**src/design/assert_macros.svh**
```systemverilog
// ----------------------------------------------------------------------------
// Assertion macros
// Shared concurrent assertion helpers, clocked on clk_i and disabled in reset.
// ----------------------------------------------------------------------------
`ifndef ASSERT_MACROS_SVH
`define ASSERT_MACROS_SVH

// Checks a property at every rising clock edge outside reset.
`define IDV_ASSERT(lbl, prop, msg) \
  lbl: assert property (@(posedge clk_i) disable iff (!rst_ni) prop) else $error(msg);

// Checks that a condition holds whenever a trigger holds.
`define IDV_ASSERT_IMP(lbl, trig, cond, msg) \
  `IDV_ASSERT(lbl, (trig) |-> (cond), msg)

`endif

```
**src/design/idv_pkg.sv**
```systemverilog
// ----------------------------------------------------------------------------
// Integer divider package
// Word width, operation kinds, sequencer states and the control bundle.
// ----------------------------------------------------------------------------
`default_nettype none

package idv_pkg;

  localparam int unsigned WORD_WIDTH = 32;
  localparam int unsigned CNT_W      = $clog2(WORD_WIDTH);
  localparam logic [CNT_W-1:0] CNT_LAST = CNT_W'(WORD_WIDTH - 1);

  typedef enum logic [1:0] {
    KIND_UDIV = 2'd0,
    KIND_SDIV = 2'd1,
    KIND_UREM = 2'd2,
    KIND_SREM = 2'd3
  } kind_e;

  typedef enum logic [1:0] {
    ST_IDLE,
    ST_DIV,
    ST_FIX
  } state_e;

  typedef struct packed {
    logic load;
    logic step;
    logic finish;
  } idv_ctl_t;

endpackage

`default_nettype wire

```
**src/design/idv_seq.sv**
```systemverilog
// ----------------------------------------------------------------------------
// Integer divider sequencer
// Runs one transaction through load, the shift-subtract steps and sign fix-up.
// ----------------------------------------------------------------------------
`default_nettype none

module idv_seq (
  input  logic             clk_i,
  input  logic             rst_ni,
  input  logic             in_valid_i,
  output logic             in_ready_o,
  input  logic             out_ready_i,
  output logic             out_valid_o,
  output idv_pkg::idv_ctl_t ctl_o
);
  import idv_pkg::*;

  state_e           state_q, state_d;
  logic [CNT_W-1:0] cnt_q, cnt_d;
  logic             out_valid_q, out_valid_d;
  logic             can_write;

  assign can_write = !out_valid_q || out_ready_i;

  always_comb begin
    state_d = state_q;
    cnt_d   = cnt_q;
    unique case (state_q)
      ST_IDLE: begin
        cnt_d = '0;
        if (in_valid_i) begin
          state_d = ST_DIV;
        end
      end
      ST_DIV: begin
        cnt_d = cnt_q + CNT_W'(1);
        if (cnt_q == CNT_LAST) begin
          state_d = ST_FIX;
        end
      end
      ST_FIX: begin
        if (can_write) begin
          state_d = ST_IDLE;
        end
      end
      default: begin
        state_d = ST_IDLE;
      end
    endcase
  end

  always_comb begin
    in_ready_o   = (state_q == ST_IDLE);
    ctl_o.load   = in_valid_i && (state_q == ST_IDLE);
    ctl_o.step   = (state_q == ST_DIV);
    ctl_o.finish = (state_q == ST_FIX) && can_write;
    out_valid_d  = out_valid_q;
    if (ctl_o.finish) begin
      out_valid_d = 1'b1;
    end else if (out_ready_i) begin
      out_valid_d = 1'b0;
    end
    out_valid_o  = out_valid_q;
  end

  always_ff @(posedge clk_i or negedge rst_ni) begin
    if (!rst_ni) begin
      state_q     <= ST_IDLE;
      cnt_q       <= '0;
      out_valid_q <= 1'b0;
    end else begin
      state_q     <= state_d;
      cnt_q       <= cnt_d;
      out_valid_q <= out_valid_d;
    end
  end

endmodule

`default_nettype wire

```
**src/design/idv_unit.sv**
```systemverilog
// ----------------------------------------------------------------------------
// Integer divider arithmetic unit
// Magnitude capture, one restoring shift-subtract step per cycle, sign fix-up.
// ----------------------------------------------------------------------------
`default_nettype none

module idv_unit (
  input  logic                            clk_i,
  input  idv_pkg::idv_ctl_t               ctl_i,
  input  logic [1:0]                      kind_i,
  input  logic [idv_pkg::WORD_WIDTH-1:0]  dividend_i,
  input  logic [idv_pkg::WORD_WIDTH-1:0]  divisor_i,
  output logic [idv_pkg::WORD_WIDTH-1:0]  result_o,
  output logic                            divide_by_zero_o
);
  import idv_pkg::*;

  logic [WORD_WIDTH-1:0] rem_q, rem_d, quo_q, quo_d, div_q, div_d;
  logic                  neg_a_q, neg_a_d, neg_quo_q, neg_quo_d;
  logic                  want_rem_q, want_rem_d, zero_q, zero_d;
  logic [WORD_WIDTH-1:0] result_q, result_d;
  logic                  dbz_q, dbz_d;

  logic                  is_signed, neg_a, neg_b;
  logic [WORD_WIDTH:0]   rem_sh;
  logic [WORD_WIDTH+1:0] diff;
  logic [WORD_WIDTH-1:0] rem_fix, quo_fix;

  always_comb begin
    is_signed  = 1'b0;
    want_rem_d = want_rem_q;
    unique case (kind_e'(kind_i))
      KIND_UDIV: begin
        is_signed = 1'b0;
      end
      KIND_SDIV: begin
        is_signed = 1'b1;
      end
      KIND_UREM: begin
        is_signed = 1'b0;
      end
      KIND_SREM: begin
        is_signed = 1'b1;
      end
      default: begin
        is_signed = 1'b0;
      end
    endcase
    neg_a = is_signed && dividend_i[WORD_WIDTH-1];
    neg_b = is_signed && divisor_i[WORD_WIDTH-1];

    rem_sh = {rem_q, quo_q[WORD_WIDTH-1]};
    diff   = {1'b0, rem_sh} - {2'b00, div_q};

    rem_d     = rem_q;
    quo_d     = quo_q;
    div_d     = div_q;
    neg_a_d   = neg_a_q;
    neg_quo_d = neg_quo_q;
    zero_d    = zero_q;

    if (ctl_i.load) begin
      rem_d      = '0;
      quo_d      = neg_a ? (~dividend_i + WORD_WIDTH'(1)) : dividend_i;
      div_d      = neg_b ? (~divisor_i + WORD_WIDTH'(1)) : divisor_i;
      neg_a_d    = neg_a;
      neg_quo_d  = neg_a ^ neg_b;
      zero_d     = (divisor_i == '0);
      want_rem_d = (kind_e'(kind_i) == KIND_UREM) || (kind_e'(kind_i) == KIND_SREM);
    end else if (ctl_i.step) begin
      if (!diff[WORD_WIDTH+1]) begin
        rem_d = diff[WORD_WIDTH-1:0];
        quo_d = {quo_q[WORD_WIDTH-2:0], 1'b1};
      end else begin
        rem_d = rem_sh[WORD_WIDTH-1:0];
        quo_d = {quo_q[WORD_WIDTH-2:0], 1'b0};
      end
    end

    rem_fix = neg_a_q ? (~rem_q + WORD_WIDTH'(1)) : rem_q;
    if (zero_q) begin
      quo_fix = '1;
    end else begin
      quo_fix = neg_quo_q ? (~quo_q + WORD_WIDTH'(1)) : quo_q;
    end

    result_d = result_q;
    dbz_d    = dbz_q;
    if (ctl_i.finish) begin
      result_d = want_rem_q ? rem_fix : quo_fix;
      dbz_d    = zero_q;
    end
  end

  always_ff @(posedge clk_i) begin
    rem_q      <= rem_d;
    quo_q      <= quo_d;
    div_q      <= div_d;
    neg_a_q    <= neg_a_d;
    neg_quo_q  <= neg_quo_d;
    want_rem_q <= want_rem_d;
    zero_q     <= zero_d;
    result_q   <= result_d;
    dbz_q      <= dbz_d;
  end

  assign result_o         = result_q;
  assign divide_by_zero_o = dbz_q;

endmodule

`default_nettype wire

```
**src/design/integer_divider_signed_unsigned_core.sv**
```systemverilog
// ----------------------------------------------------------------------------
// Signed and unsigned integer divider
// Quotient or remainder of two 32-bit words by restoring shift-subtract.
// ----------------------------------------------------------------------------
// Usage:
// The input channel carries kind_i, dividend_i and divisor_i under
// in_valid_i/in_ready_o; the output channel carries result_o and
// divide_by_zero_o under out_valid_o/out_ready_i.
// An accepted transaction then runs the shift-subtract steps on the shared
// subtractor, one quotient bit per cycle, and then a sign fix-up step.
// The block takes one transaction at a time.
// Signed quotients truncate toward zero and signed remainders follow the
// dividend's sign. A zero divisor gives an all-ones quotient or the dividend
// as remainder, with divide_by_zero_o set.
// The result is held in an output register; while the receiver stalls the
// next transaction may still be accepted and computed, and it waits in the
// fix-up step until the register is free.
// Reset empties the output register and returns the sequencer to idle.
// ----------------------------------------------------------------------------
`default_nettype none

module integer_divider_signed_unsigned_core (
  input  logic                           clk_i,
  input  logic                           rst_ni,
  input  logic                           in_valid_i,
  output logic                           in_ready_o,
  input  logic [1:0]                     kind_i,
  input  logic [idv_pkg::WORD_WIDTH-1:0] dividend_i,
  input  logic [idv_pkg::WORD_WIDTH-1:0] divisor_i,
  output logic                           out_valid_o,
  input  logic                           out_ready_i,
  output logic [idv_pkg::WORD_WIDTH-1:0] result_o,
  output logic                           divide_by_zero_o
);
  import idv_pkg::*;

  idv_ctl_t ctl;

  idv_seq u_seq (
    .clk_i       (clk_i),
    .rst_ni      (rst_ni),
    .in_valid_i  (in_valid_i),
    .in_ready_o  (in_ready_o),
    .out_ready_i (out_ready_i),
    .out_valid_o (out_valid_o),
    .ctl_o       (ctl)
  );

  idv_unit u_unit (
    .clk_i            (clk_i),
    .ctl_i            (ctl),
    .kind_i           (kind_i),
    .dividend_i       (dividend_i),
    .divisor_i        (divisor_i),
    .result_o         (result_o),
    .divide_by_zero_o (divide_by_zero_o)
  );

`include "assert_macros.svh"

  `IDV_ASSERT(a_busy_after_accept, (in_valid_i && in_ready_o) |=> !in_ready_o, "ready after accept")
  `IDV_ASSERT(a_load_then_step, ctl.load |=> ctl.step, "no step after load")
  `IDV_ASSERT_IMP(a_valid_from_finish, $rose(out_valid_o), $past(ctl.finish), "stray valid")

endmodule

`default_nettype wire

```
**config.mk**
```make
export PLATFORM = sky130hd
export DESIGN_NAME = integer_divider_signed_unsigned_core
export DESIGN_NICKNAME = d
export VERILOG_FILES = /design/src/design/idv_pkg.sv /design/src/design/idv_seq.sv /design/src/design/idv_unit.sv /design/src/design/integer_divider_signed_unsigned_core.sv
export VERILOG_INCLUDE_DIRS = /design/src /design/src/design
export SDC_FILE = /design/constraint.sdc
export NUM_CORES = 1
export LEC_CHECK = 0
export ABC_CLOCK_PERIOD_IN_PS = 8700
export BUFFER_PORTS_ARGS = -buffer_cell sky130_fd_sc_hd__buf_2
export CAP_MARGIN = 15
export CORE_MARGIN = 1.5
export CORE_UTILIZATION = 27
export CTS_CLUSTER_DIAMETER = 80
export DETAILED_ROUTE_END_ITERATION = 6
export PLACE_DENSITY = 0.45
export SYNTH_ARGS = -nofsm -noshare
export SYNTH_HDL_FRONTEND = slang
export SYNTH_SLANG_ARGS = --single-unit
export TNS_END_PERCENT = 50
```
**constraint.sdc**
```tcl
create_clock -name clk_i -period 8.7 [get_ports clk_i]
set_input_delay 0.87 -clock clk_i [delete_from_list [all_inputs] [get_ports clk_i]]
set_output_delay 0.87 -clock clk_i [all_outputs]
set_load 0.005 [all_outputs]
```
==> flow_summary.ini, run 1 <==
[clock_network]
clk_pin_slew_ps = 70
cts_sinks = 141
htree_levels = 4
cts_max_path_buffers = 2
cts_tree = done
clk_latency_ps = 440
cts_buffers = 17
cts_root_buf = clkbuf_16
ctsHoldBuffers = 0
cts_resized = 0
post-cts-setup-buffers = 0

[yosys]
synthesis.nets = 1171
synth_warnings = 0
netlist_area_sq_mm = 0.00964
synth_flop_cell = edfxtp_1
synth_cell_types = 62
synth_edf_count = 101
synth_top_area_share_pct = 31.5
avgSynthCellArea_sq_um = 9.08
synth-seq-cells = 141
synth_area_leaders = edfxtp_1 31%, xor2_1 9.1%, dfxtp_1 6.6%
syn_inst = 1062
async_reset_ff_share_pct = 5.67
yosys.area.top_type = edfxtp_1
yosysSeqAreaShare_pct = 40.2

[place]
place.port_buffers = 104
gp_congestion = 0.815
dp_cells = 1593
pre_cts_ws_ps = 4780
dp_hpwl_microns = 19800

[global_route]
antenna_found_initial = 0
grt_pass1_vias = 7946
grtUsageTotal_pct = 14.9
grt_pass1_wl_microns = 42500
grt_overflow = 0
grt_max_degree = 73

[detailed_routing]
drt-wirelength-per-cell_microns = 16.2
drc = 0
drt_iter0_drc = 424
dr_wl_met2_microns = 13200
dr.pass1.iters = 4
routed.top_layer = met4
wl_met3_microns = 705
ant_nets = 0
routed_via_density = 4.91
wirelength_microns = 26300
wl_met1_microns = 11900
vias = 7972

[sta]
setup_viol = 0
post-route-period-util_pct = 41.6
period_minus_slack_ps = 3620
tns_ps = 0
report.final.slew_viol_count = 0
rsz0062_at_grt = false
hold_violations = 0
max_freq_ghz = 0.276
setup_ws_ps = 5080
max-slew-margin-rel_pct = 30.9
tightest_slew_ps = 1030
worst_clock_skew_ps = 14.2

[layout]
mostFrequentLayoutCells = 134 x nand2_1, 109 x o21ai_0, 104 x buf_2, 101 x edfxtp_1, 100 x xor2_1
drive_above_1_share_pct = 14.2
final_cells = 1625
layout_commonest_cell = nand2_1
finalNetCount = 1260
area_growth_pct = 17.6
n_antenna_cell = 0

[flow_run]
drv_cap = 0

[floorplan]
design.portCount = 105
row_count = 69
core_sq_mm = 0.0354
die_h_microns = 192
die_x_microns = 192
die_area_sq_mm = 0.0369
start_util_pct = 27.2

[worst_setup_path]
cp-start-kind = flip-flop
path_class = flip-flop to flip-flop
worst-endpoint-arrival_ps = 3990
path_max_fanout = 42
end_kind = flip-flop
cp.required_ps = 9070
r2r_setup_slack_ps = 5080

[power]
p_per_area_mw_per_mm2 = 339
comb_power_share_pct = 44.4
swShare_pct = 41.5
peakVddDrop_mv = 0.143
internal_power_mw = 2.25
p_switching_mw = 1.60
seq_power_share_pct = 33.8
power.share.clock_pct = 21.8
p_leak_nw = 4.55

[status]
status = completed

[min_path]
hold_path.class = primary input to async pin
[registers in the layout, summed over array words and instances (netlist names)]
signal / count
u_seq.state_q: 2
u_unit.divide_by_zero_o: 1
u_unit.rem_q: 32
u_unit.neg_a_q: 1
u_unit.neg_quo_q: 1
u_unit.result_o: 32
u_seq.out_valid_o: 1
u_unit.want_rem_q: 1
u_unit.quo_q: 32
u_unit.zero_q: 1
u_seq.cnt_q: 5
u_unit.div_q: 32
[cell families after synthesis]
group           synth area share (%)
xor+xnor                        13.3
simple gates                    15.5
flops                           40.2
mux                             2.62
compound gates                  19.5
fa+ha+maj                       5.14
buf+inv                         3.88
[final cells by class]
type / instances / area [sq um]
clock buffers: 17 / 425
clock inverters: 15 / 233
fillers: 3766 / 24100
inverters: 55 / 206
multi-input cells: 822 / 5430
flip-flops and latches: 141 / 3870
well taps: 461 / 577
repair buffers: 114 / 596
[Yosys cell counts, drive strengths merged, types with 15 or more instances]
cell type	count
nand3	29
xnor2	46
nor2	49
nor3	24
clkbuf	41
a21oi	59
ha	38
mux2i	23
inv	55
nand2	135
xor2	100
a22oi	29
o31ai	31
o21ai	110
edfxtp	101
nor4	15
dfxtp	32
[final timing paths]
| kind | to | start | cells after the start |
|---|---|---|---|
| worst min register to register | u_seq.cnt_q[4] | u_seq.cnt_q[4] | 2 |
| worst min-delay path | u_seq.cnt_q[3] | rst_ni | 1 |
| min in group clk_i | u_seq.cnt_q[4] | u_seq.cnt_q[4] | 2 |
| max in group asynchronous | u_seq.cnt_q[4] | rst_ni | 1 |
| worst max-delay path | u_unit.rem_q[0] | u_unit.div_q[1] | 11 |
| worst max register to register | u_unit.rem_q[0] | u_unit.div_q[1] | 11 |
[metal layers]
| metal | track usage [%] | vias up |
|---|---|---|
| met5 | 0 | - |
| li1 | - | 4042 |
| met3 | 2.96 | 20 |
| met4 | 3.88 | 0 |
| met1 | 18.7 | 3803 |
| met2 | 25.9 | 107 |
[through the flow]
stage          hold WS (ps)  power (mW)  area (sq um)  utilization (%)
2_1_floorplan           457        2.54          9640                -
3_3_place_gp            473        3.02         10700             30.2
3_5_place_dp            493        3.03         10700             30.2
4_1_cts                 261        3.89         11300             32.0
5_1_grt                 260        4.20         11300             32.0
6_report                265        3.85         11300             32.0
[worst max-delay path, cell delays in order, from the launching register on]
cell and delay [ps]:
edfxtp_1 370, inv_1 50, ha_1 250, nor2b_1 180, o2111ai_1 160, a2111oi_0 670, o31ai_1 300, o21a_1 330
o2111ai_4 210, buf_4 490, mux2_2 390, o21ai_0 120
[power groups by stage]
| stage | clock (mW) | combinational (mW) | sequential [mW] |
|---|---|---|---|
| after detailed placement | 0 | 1.71 | 1.32 |
| after global placement | 0 | 1.70 | 1.32 |
| after global routing | 0.894 | 1.96 | 1.35 |
| after CTS | 0.859 | 1.73 | 1.31 |
| after floorplan | 0 | 1.35 | 1.19 |
| final | 0.839 | 1.71 | 1.30 |
No activity file was read; power rests on OpenSTA's default activity.
==> run 2, diff against run 1 <==
--- a/config.mk
+++ b/config.mk
@@ -6,14 +6,14 @@
 export SDC_FILE = /design/constraint.sdc
 export NUM_CORES = 1
 export LEC_CHECK = 0
-export ABC_CLOCK_PERIOD_IN_PS = 8700
+export ABC_CLOCK_PERIOD_IN_PS = 2970
 export BUFFER_PORTS_ARGS = -buffer_cell sky130_fd_sc_hd__buf_2
 export CAP_MARGIN = 15
 export CORE_MARGIN = 1.5
 export CORE_UTILIZATION = 27
 export CTS_CLUSTER_DIAMETER = 80
 export DETAILED_ROUTE_END_ITERATION = 6
-export PLACE_DENSITY = 0.45
+export PLACE_DENSITY = 0.46
 export SYNTH_ARGS = -nofsm -noshare
 export SYNTH_HDL_FRONTEND = slang
 export SYNTH_SLANG_ARGS = --single-unit
==> constraint.sdc (replaced) <==
create_clock -name clk_i -period 2.97 [get_ports clk_i]
set_input_delay 0.297 -clock clk_i [delete_from_list [all_inputs] [get_ports clk_i]]
set_output_delay 0.297 -clock clk_i [all_outputs]
set_load 0.005 [all_outputs]
==> flow_summary.ini, run 2 (synthesis results as in run 1) <==
[layout]
area_growth_pct = 27.2
mostFrequentLayoutCells = 134 x nand2_1, 113 x buf_4, 106 x o21ai_0, 104 x buf_2, 101 x edfxtp_1
drive_above_1_share_pct = 23.2
final_util_pct = 34.6
final_cells = 1733
layout_commonest_cell = nand2_1
finalNetCount = 1367

[sta]
max-slew-margin-rel_pct = 40.3
setup_viol = 6
rsz0062_at_grt = true
setup_ws_ps = -95.2
fin_hold_ws_ps = 50.2
post-route-period-util_pct = 103
worst_clock_skew_ps = 17.9
hold_violations = 0
report.final.slew_viol_count = 0
period_minus_slack_ps = 3070
max_freq_ghz = 0.326
tightest_slew_ps = 895

[worst_setup_path]
worst-endpoint-arrival_ps = 3230
end_kind = flip-flop
path_max_fanout = 5
cp-start-kind = flip-flop
path_class = flip-flop to flip-flop
cp.required_ps = 3130

[detailed_routing]
wirelength_microns = 27700
routed_via_density = 4.80
vias = 8317
dr.pass1.iters = 6
drt_iter0_drc = 424
ant_nets = 0
drc = 0
drt-wirelength-per-cell_microns = 16.0

[global_route]
grt_pass1_vias = 8218
antenna_found_initial = 1
grt_overflow = 0
grt_max_degree = 72
grtUsageTotal_pct = 15.2
grt_pass1_wl_microns = 43200

[place]
dp_cells = 1689
dp_hpwl_microns = 21200
place.port_buffers = 104
gp_congestion = 0.839

[floorplan]
row_count = 69
die_area_sq_mm = 0.0369
core_sq_mm = 0.0354
design.portCount = 105
die_x_microns = 192
die_h_microns = 192
start_util_pct = 27.2

[clock_network]
clk_latency_ps = 430
cts_sinks = 141
cts_tree = done
htree_levels = 4
cts_max_path_buffers = 2
clk_pin_slew_ps = 70
cts_root_buf = clkbuf_16
cts_buffers = 17

[status]
status = finished with violations
violations = negative setup slack

[power]
p_leak_nw = 5.08
finalPower_mw = 12.2
peakVddDrop_mv = 0.493
p_per_area_mw_per_mm2 = 997

[flow_run]
drv_cap = 0

[min_path]
hold_path.class = primary input to flip-flop
run 2: final cells by class:
type                       instances  area (sq um)
clock buffer                      20           447
multi-input combinational        822          5600
sequential                       141          3880
tap                              461           577
inverter                          55           210
fill                            3705         23100
timing repair buffer             221          1440
clock inverter                    12           113
antenna                            1          2.50
run 2: path summary, 6_finish.rpt:
path | start | to | slack [ps] | cells after the start
setup / recovery | u_unit.rem_q[2] | u_unit.result_o[31] | -100 | 9
setup reg to reg | u_unit.rem_q[2] | u_unit.result_o[31] | -100 | 9
max in group asynchronous | rst_ni | u_seq.cnt_q[4] | 2560 | 2
hold reg to reg | u_seq.cnt_q[4] | u_seq.cnt_q[4] | 500 | 2
hold / removal | kind_i[1] | u_unit.want_rem_q | 50 | 1
min in group asynchronous | rst_ni | u_seq.state_q[0] | 240 | 2
run 2: power breakdown:
group	internal [mW]	switching, mW	leakage, nW
registers	2.92	0.668	1.33
clock network	1.18	0.900	0.271
logic	3.10	3.46	3.48
total	7.20	5.03	5.08
run 2: routing by layer:
| layer | up-vias | track usage (%) | part of all wire [%] |
|---|---|---|---|
| li1 | 4262 | - | - |
| met1 | 3888 | 18.3 | 44 |
| met2 | 132 | 26.9 | 50 |
| met3 | 35 | 2.92 | 3.5 |
| met4 | 0 | 5.64 | 2.5 |
| met5 | - | 0 | 0 |
run 2: per-stage QoR:
| step | cell area (sq um) | setup slack (ps) | TNS, ps |
|---|---|---|---|
| final | 12300 | -95.2 | -366 |
| after global routing | 12300 | -191 | -1560 |
| after CTS | 12000 | -92.0 | -455 |
| after detailed placement | 11400 | -111 | -909 |
| after global placement | 11400 | -86.2 | -604 |
| after floorplan | 9650 | -56.9 | -162 |
run 2: repair_timing:
action,in CTS,in global routing
buffers inserted,2,7
pin swaps,6,9
cloned,0,1
endpoints found under the hold margin,8,0
gates resized for setup,10,32
hold buffers,1,0
endpoints found under the setup margin,37,39
run 2: critical path, stage by stage, from the launching register on:
cell and delay (ps):
dfxtp_2 330, or3_4 390, or4_4 430, or4_4 440, nor3_2 120, nand2_1 100
or4_4 490, o41ai_4 230, xor2_1 170, a22oi_1 100
==> run 3, diff against run 2 <==
--- a/config.mk
+++ b/config.mk
@@ -7,13 +7,13 @@
 export NUM_CORES = 1
 export LEC_CHECK = 0
 export ABC_CLOCK_PERIOD_IN_PS = 2970
-export BUFFER_PORTS_ARGS = -buffer_cell sky130_fd_sc_hd__buf_2
 export CAP_MARGIN = 15
 export CORE_MARGIN = 1.5
 export CORE_UTILIZATION = 27
 export CTS_CLUSTER_DIAMETER = 80
 export DETAILED_ROUTE_END_ITERATION = 6
-export PLACE_DENSITY = 0.46
+export DONT_BUFFER_PORTS = 1
+export PLACE_DENSITY = 0.44
 export SYNTH_ARGS = -nofsm -noshare
 export SYNTH_HDL_FRONTEND = slang
 export SYNTH_SLANG_ARGS = --single-unit
==> flow_summary.ini, run 3 (synthesis results as in run 1) <==
[status]
status = finished with violations
violations = negative setup slack

[worst_setup_path]
path_max_fanout = 5
startpoint = u_unit.rem_q[2]
cp.required_ps = 3130
end_kind = flip-flop
cp-start-kind = flip-flop
rr_startpoint = u_unit.rem_q[2]
worst-endpoint-arrival_ps = 3220
path_class = flip-flop to flip-flop

[layout]
layout_commonest_cell = nand2_1
drive_above_1_share_pct = 17.8
final_cells = 1639
mostFrequentLayoutCells = 133 x nand2_1, 112 x buf_4, 101 x edfxtp_1, 100 x xor2_1, 78 x o21ai_0
n_antenna_cell = 0
final_util_pct = 34.0
multi_input_area_sq_mm = 0.00568
finalNetCount = 1274
stdcell_area_sq_mm = 0.0120
n_fill_cell = 3670
area_growth_pct = 24.9
seqCellArea_sq_mm = 0.00388

[detailed_routing]
routed_via_density = 4.90
drc = 0
drt_iter0_drc = 371
drt-wirelength-per-cell_microns = 17.5
dr.pass1.iters = 4
ant_nets = 0
wirelength_microns = 28800
vias = 8027

[place]
dp_cells = 1589
postPlaceCellArea_sq_mm = 0.0109
pre_cts_ws_ps = -111
dp_hpwl_microns = 21700
gp_congestion = 0.821
place.port_buffers = 0

[global_route]
grt_pass1_vias = 7973
grt_max_degree = 72
antenna_found_initial = 0
grtUsageTotal_pct = 15.5
grt_overflow = 0
grt_pass1_wl_microns = 43500

[sta]
tns_ps = -371
post-route-period-util_pct = 103
max_freq_ghz = 0.326
tightest_slew_ps = 765
setup_viol = 9
rsz0062_at_grt = true
max-slew-margin-rel_pct = 48.9
worst_clock_skew_ps = 12.0
report.final.slew_viol_count = 0
setup_ws_ps = -94.7
period_minus_slack_ps = 3060
hold_violations = 0

[power]
p_switching_mw = 5.26
peakVddDrop_mv = 0.457
p_leak_nw = 4.79
power.share.clock_pct = 17.6
seq_power_share_pct = 27.7
p_per_area_mw_per_mm2 = 1070
swShare_pct = 40.9
internal_power_mw = 7.60
comb_power_share_pct = 54.7

[min_path]
min-delay-start = divisor_i[13]
hold_path.class = primary input to flip-flop

[floorplan]
design.portCount = 105
row_count = 69
core_sq_mm = 0.0354
start_util_pct = 27.2
die_x_microns = 192
die_area_sq_mm = 0.0369
die_h_microns = 192

[clock_network]
cts_tree = done
cts_buffers = 17
cts_sinks = 141
cts_max_path_buffers = 2
clk_latency_ps = 430
htree_levels = 4
clk_pin_slew_ps = 70
cts_root_buf = clkbuf_16

[flow_run]
drv_cap = 0
[run 3: critical path, stage by stage (launching register included)]
cell,delay [ps]
dfxtp_2,330
or3_4,390
or4_4,430
or4_4,440
nor3_2,120
nand2_1,90
or4_4,500
o41ai_4,230
xor2_1,170
a22oi_1,100
[run 3: path summary, 6_finish.rpt]
kind	cells past startpoint	slack (ps)	end
max	9	-90	u_unit.result_o[31]
min	1	70	u_unit.div_q[13]
max reg2reg	9	-90	u_unit.result_o[31]
min reg2reg	2	500	u_unit.rem_q[31]
max in group asynchronous	1	2480	u_seq.cnt_q[2]
min in group asynchronous	1	220	u_seq.state_q[1]
[run 3: per-stage QoR]
stage                     hold WS (ps)  total power [mW]
after floorplan                   1.41              7.43
after global placement            1.66              9.79
after detailed placement          1.71              9.84
after CTS                         50.2              12.3
after global routing              50.4              13.8
final                             68.6              12.9
[run 3: area by class of cell]
| class | count | share of cell area [%] |
|---|---|---|
| multi-input combinational | 822 | 47.2 |
| inverter | 55 | 1.75 |
| tap | 461 | 4.79 |
| sequential | 141 | 32.2 |
| clock inverter | 11 | 0.966 |
| timing repair buffer | 128 | 8.92 |
| clock buffer | 21 | 4.19 |
[run 3: repair_timing]
item,CTS,global route
endpoints found under the setup margin,25,45
setup buffers,1,10
endpoints found under the hold margin,10,0
hold buffers,3,0
gates resized for setup,24,67
cloned,0,4
pin swaps,5,11
[run 3: layer usage]
layer	global-route usage [%]	part of all wire, %	vias to the layer above
li1	-	-	4067
met1	19.1	45	3845
met2	27.2	51	93
met3	2.91	2.5	22
met4	4.56	1.6	0
met5	0	0	-
[run 3: power by group through the flow]
stage          Sequential [mW]  Clock, mW  Combinational (mW)
3_5_place_dp              3.59          0                6.25
6_report                  3.56       2.26                7.04
4_1_cts                   3.55       2.32                6.38
2_1_floorplan             3.49          0                3.94
3_3_place_gp              3.58          0                6.22
5_1_grt                   3.64       2.40                7.80
